===== src/hdl/fvt_pkg.sv =====
// ----------------------------------------------------------------------------
// fvt_pkg
// types and codes shared by the frustum visibility test modules
// ----------------------------------------------------------------------------
`default_nettype none

package fvt_pkg;

    // item kinds carried in tuser
    localparam logic [2:0] KIND_LOAD   = 3'd0;
    localparam logic [2:0] KIND_POINT  = 3'd1;
    localparam logic [2:0] KIND_BOX    = 3'd2;
    localparam logic [2:0] KIND_CUBE   = 3'd3;
    localparam logic [2:0] KIND_SPHERE = 3'd4;
    localparam logic [2:0] KIND_RECT   = 3'd5;

    // stream widths
    localparam int S_TDATA_W = 328;
    localparam int S_TUSER_W = 3;
    localparam int M_TDATA_W = 8;

    // coordinate width after corner forming
    localparam int COORD_W = 33;

    // one plane: normal in q2.30, offset in q16.16
    typedef struct packed {
        logic [31:0] a;
        logic [31:0] b;
        logic [31:0] c;
        logic [31:0] d;
    } fvt_plane_t;

    // an item as it travels along the chain
    // lo3/hi3 hold the per-axis minimum and maximum once prepared
    typedef struct packed {
        logic                      vis;
        logic                      is_load;
        logic [2:0]                slot;
        fvt_plane_t                plane;
        logic [31:0]               extra;
        logic [2:0][COORD_W-1:0]   lo3;
        logic [2:0][COORD_W-1:0]   hi3;
    } fvt_item_t;

endpackage

`default_nettype wire


===== src/hdl/fvt_front.sv =====
// ----------------------------------------------------------------------------
// fvt_front
// unpacks an input beat, forms the box extents and orders them per axis
// ----------------------------------------------------------------------------
`default_nettype none

module fvt_front (
    input  wire logic                          aclk,
    input  wire logic                          aresetn,
    input  wire logic                          in_valid,
    output logic                               in_ready,
    input  wire logic [fvt_pkg::S_TDATA_W-1:0] in_data,
    input  wire logic [fvt_pkg::S_TUSER_W-1:0] in_user,
    output logic                               out_valid,
    output fvt_pkg::fvt_item_t                 out_item,
    input  wire logic                          out_ready
);
    import fvt_pkg::*;

    logic      one_valid_reg, one_valid_next;
    fvt_item_t one_item_reg, one_item_next;
    logic      two_valid_reg, two_valid_next;
    fvt_item_t two_item_reg, two_item_next;
    logic      one_ready, two_ready;

    logic [2:0]                 kind;
    logic signed [COORD_W-1:0]  f3 [3];
    logic signed [COORD_W-1:0]  s3 [3];
    logic signed [COORD_W-1:0]  rad;

    // bubble-collapsing handshake
    assign two_ready = !two_valid_reg || out_ready;
    assign one_ready = !one_valid_reg || two_ready;
    assign in_ready  = one_ready;

    // field decode and corner forming
    always_comb begin
        kind   = in_user[2:0];
        rad    = COORD_W'($signed(in_data[258:227]));
        f3[0]  = COORD_W'($signed(in_data[162:131]));
        f3[1]  = COORD_W'($signed(in_data[194:163]));
        f3[2]  = COORD_W'($signed(in_data[226:195]));
        s3[0]  = COORD_W'($signed(in_data[258:227]));
        s3[1]  = COORD_W'($signed(in_data[290:259]));
        s3[2]  = COORD_W'($signed(in_data[322:291]));

        one_item_next.is_load = (kind == KIND_LOAD);
        one_item_next.vis     = (kind == KIND_POINT) || (kind == KIND_BOX) ||
                                (kind == KIND_CUBE) || (kind == KIND_SPHERE) ||
                                (kind == KIND_RECT);
        one_item_next.slot    = in_data[2:0];
        one_item_next.plane.a = in_data[34:3];
        one_item_next.plane.b = in_data[66:35];
        one_item_next.plane.c = in_data[98:67];
        one_item_next.plane.d = in_data[130:99];
        one_item_next.extra   = (kind == KIND_SPHERE) ? in_data[258:227] : 32'd0;

        for (int j = 0; j < 3; j++) begin
            case (kind)
                KIND_BOX: begin
                    one_item_next.lo3[j] = f3[j];
                    one_item_next.hi3[j] = s3[j];
                end
                KIND_CUBE: begin
                    one_item_next.lo3[j] = f3[j] - rad;
                    one_item_next.hi3[j] = f3[j] + rad;
                end
                KIND_RECT: begin
                    one_item_next.lo3[j] = f3[j] - s3[j];
                    one_item_next.hi3[j] = f3[j] + s3[j];
                end
                default: begin
                    one_item_next.lo3[j] = f3[j];
                    one_item_next.hi3[j] = f3[j];
                end
            endcase
        end
    end

    // order each axis so lo3 is the minimum and hi3 the maximum
    always_comb begin
        two_item_next = one_item_reg;
        for (int j = 0; j < 3; j++) begin
            if ($signed(one_item_reg.hi3[j]) < $signed(one_item_reg.lo3[j])) begin
                two_item_next.lo3[j] = one_item_reg.hi3[j];
                two_item_next.hi3[j] = one_item_reg.lo3[j];
            end
        end
    end

    assign one_valid_next = one_ready ? in_valid : one_valid_reg;
    assign two_valid_next = two_ready ? one_valid_reg : two_valid_reg;

    // stage valids
    always_ff @(posedge aclk) begin
        if (!aresetn) begin
            one_valid_reg <= 1'b0;
            two_valid_reg <= 1'b0;
        end else begin
            one_valid_reg <= one_valid_next;
            two_valid_reg <= two_valid_next;
        end
    end

    // stage payloads
    always_ff @(posedge aclk) begin
        if (one_ready) begin
            one_item_reg <= one_item_next;
        end
        if (two_ready) begin
            two_item_reg <= two_item_next;
        end
    end

    assign out_valid = two_valid_reg;
    assign out_item  = two_item_reg;

endmodule

`default_nettype wire


===== config.mk =====
export PLATFORM = sky130hd
export DESIGN_NAME = fvt_front
export DESIGN_NICKNAME = d
export VERILOG_FILES = /design/src/hdl/fvt_pkg.sv /design/src/hdl/fvt_front.sv
export SDC_FILE = /design/constraint.sdc
export NUM_CORES = 1
export LEC_CHECK = 0
export BUFFER_PORTS_ARGS = -buffer_cell sky130_fd_sc_hd__buf_2
export CAP_MARGIN = 25
export CORE_UTILIZATION = 50
export DETAILED_ROUTE_END_ITERATION = 10
export PLACE_DENSITY = 0.78
export SYNTH_ARGS = -nofsm -noshare
export SYNTH_HDL_FRONTEND = slang
export SYNTH_SLANG_ARGS = --single-unit

===== constraint.sdc =====
create_clock -name aclk -period 18 [get_ports aclk]
set_input_delay 1.8 -clock aclk [delete_from_list [all_inputs] [get_ports aclk]]
set_output_delay 1.8 -clock aclk [all_outputs]
set_load 0.02 [all_outputs]

==> flow_summary.yaml <==
status:
  outcome: "finished clean"
final_layout:
  fin_nets: 4769
  multi_input_area_um2: 16600
  fillers: 6350
  postLayoutCoreUtil_pct: 59.7
  area_growth_syn_to_layout_pct: 17.8
  final_area_um2: 47300
  drive_gt1_share_pct: 25.3
  final-seq-area_um2: 21800
route:
  drt_first_pass_iters: 5
  wirelength_um: 129000
  wire_per_inst_um: 24.4
  via_per_inst: 5.81
  ant_nets: 0
  drc: 0
  drt_iter0_drc: 2747
  vias: 30600
cts:
  cts_hold_buf: 0
  tritoncts: "built"
  root_buffer: "clkbuf_16"
  post_cts_buffers: 0
  clock_latency_ps: 650
  htree_levels: 3
  clock_path_buffers: 3
  cts_resized: 0
  cts_buffers: 77
  cts_sinks: 728
  clk_pin_slew_ps: 70
sta:
  finalSetupTns_ps: 0
  clock.fmax_mhz: 156
  setup_viol: 0
  fin_crit_sh_pct: 35.5
  relSlewSlack_pct: 29.6
  hold_slack_ps: 398
  worstMarginPinSlew_ps: 1060
  fin_crit_ps: 6390
  rsz0062_at_grt: "false"
  skew_ps: 44.2
  maxSlewViolCount: 0
  hold_viol: 0
floorplan:
  die-area_um2: 81400
  initial_core_util_pct: 50.7
  core_area_um2: 79100
  fp-row-count: 103
  dieHeight_um: 285
  ioPinCount: 700
  fp.dieW_um: 285
global_route:
  antenna_found_initial: 53
  grt_use_total_pct: 30.8
  grt_pass1_wl_um: 187000
  grt.overflow.total: 0
  grt_max_degree: 134
  grt_pass1_vias: 29700
setup_path:
  r2r_setup_slack_ps: 13310
  crit_path_top_delay_cell: "nor4b_1"
  regToRegStartpoint: "one_item_reg[34]$_DFFE_PP_"
  cp.required_ps: 18510
  cp-start-kind: "input pin"
  arrival_ps: 6900
  crit_path_end_kind: "flop"
  critPathMaxFanout: 32
  rr_worst_depth: 11
  r2r_end: "out_item[139]$_DFFE_PP_"
  cpPeakStageDelay_ps: 540
  worst-setup-path-type: "in -> reg"
  path_cells: "buf_2 > nand3b_1 > buf_4 > nand2_1 > nand2_1 > ha_1 > inv_1 > fa_1 > nor2b_1 > o311ai_1 > a2111oi_0 > buf_4 > nor4b_1 > o211ai_1 > a211o_1 > a21oi_1 > o21bai_1 > a2111o_1 > nand3_1"
logic_synthesis:
  synthTopCellsByArea: "edfxtp_1, ha_1, mux2_2"
  synthXorXnorAreaFrac_pct: 3.38
  async_flop_share_pct: 0
  synth.net_count: 4125
  synth_cells: 3491
  synth_edf_count: 726
  yosysSeqAreaShare_pct: 54.5
  synth_area_um2: 40100
  synth_top_area_share_pct: 54.4
  yosysWarnings: 0
  synth_area_per_cell_um2: 11.5
  synth_fa_ha_area_share_pct: 9.44
  ys_seq_elements: 728
  synth_cell_types: 82
  synthMuxAreaShare_pct: 5.68
  synth_top_family_by_area: "compound AO/OA/AOI/OAI gates"
  synthFlopType: "edfxtp_1"
  synth_compound_area_share_pct: 13.7
  synth_top_cell_by_area: "edfxtp_1"
  synthSimpleGateAreaFrac_pct: 9.10
hold_path:
  hold_depth: 0
  hold_path.class: "reg -> reg"
  min_from: "one_item_reg[199]$_SDFFCE_PN0P_"
  whs_endpoint: "out_item[199]$_DFFE_PP_"
power_and_ir_drop:
  p_per_area_nw_per_um2: 117
  power_uw: 5550
  ir_worst_vdd_mv: 0.0840
  leakagePower_uw: 0.0206
placement:
  place.gp.congestion: 0.933
  place_hpwl_um: 96100
  io_buffer_count: 694
  dpl_cell_area_um2: 44600
run:
  drv_cap: 0
-- routing by layer --
layer,wire (um),up-vias,track usage [%]
met2,62700,1307,52.1
li1,-,14100,-
met1,49600,14900,37.9
met3,10800,268,7.25
met5,290,-,0
met4,5220,44,12.1
-- critical path: cells and delay by family --
family                   cells  cell delay (ps)
AO/OA/AOI/OAI                7             2060
AND/OR/NAND/NOR              6             1540
buffers and inverters        4              850
adder cells (fa/ha/maj)      2              640
-- worst max path at each step --
stage,from,endpoint,depth (start not counted)
floorplan,out_ready,in_ready,2
global placement,in_user[1],one_item_reg[197]$_DFFE_PP_,19
detailed placement,in_user[1],one_item_reg[197]$_DFFE_PP_,19
CTS,in_user[1],one_item_reg[197]$_DFFE_PP_,19
global route,in_user[1],one_item_reg[197]$_DFFE_PP_,19
finish,in_user[1],one_item_reg[197]$_DFFE_PP_,19
-- stage by stage --
step / worst slack [ps] / std cells
global route: 11380 / 5260
finish: 11610 / 5269
floorplan: 6630 / 3491
CTS: 11700 / 5244
detailed placement: 11060 / 5105
global placement: 11070 / 5105
-- synth_stat cells (7+ instances only) --
cell / count
edfxtp_1: 726
nand2b_1: 30
o41ai_1: 8
ha_1: 293
and2_1: 41
nand3_1: 33
clkbuf_1: 131
buf_1: 9
or4_1: 7
inv_1: 289
nor2_1: 167
a22oi_1: 79
o211ai_1: 14
nor3_1: 51
and3_1: 7
o31ai_1: 26
nand2_1: 343
a21o_1: 68
xor2_1: 26
nor2b_1: 21
a31oi_1: 19
mux2_2: 197
o21ai_0: 235
or3_1: 9
o21a_1: 20
a211oi_1: 14
xnor2_1: 129
o221ai_1: 9
a311oi_1: 8
a221o_1: 13
o21ai_1: 7
a21oi_1: 225
nor4_1: 22
o21bai_1: 41
a2111oi_0: 12
nand4_1: 34
buf_2: 13
-- kinds of logic after synthesis --
kind of cell | after synthesis
compound gates | 861
simple gates | 795
flops | 728
buf+inv | 450
fa+ha+maj | 299
mux | 203
xor+xnor | 155
-- layout by cell type, fill, tap and decap left out, drive strengths merged, types with 13 or more instances in the layout --
cell    Yosys  routed
diode       0      24
nand3      33      33
a21o       68      68
nand4      34      34
o21ai     242     242
and2       42      42
a31oi      19      19
o211ai     14      14
nor2      167     167
nor4       22      22
clkinv      5      42
clkbuf    131      89
inv       291     293
nand2     343     343
nor3       51      51
mux2      197     197
xor2       26      26
a211oi     15      15
edfxtp    726     726
a21oi     226     226
ha        293     293
xnor2     129     129
a221o      13      13
buf        23     719
o21a       20      20
a22oi      79      79
o21bai     41      41
nand2b     30      30
o31ai      26      26
nor2b      21      21
-- cell type report --
class | count | share of cell area (%)
antenna | 24 | 0.127
clock buffer | 89 | 4.21
clock inverter | 50 | 1.29
inverter | 296 | 2.37
multi-input combinational | 2313 | 35.2
sequential | 728 | 46.2
tap | 1050 | 2.78
timing repair buffer | 719 | 7.81
-- power by group --
group	switching, uW	internal (uW)
logic	980	604
clock network	706	924
registers	124	2210
total	1810	3740
Note: power is estimated with default switching activity, not from simulation.
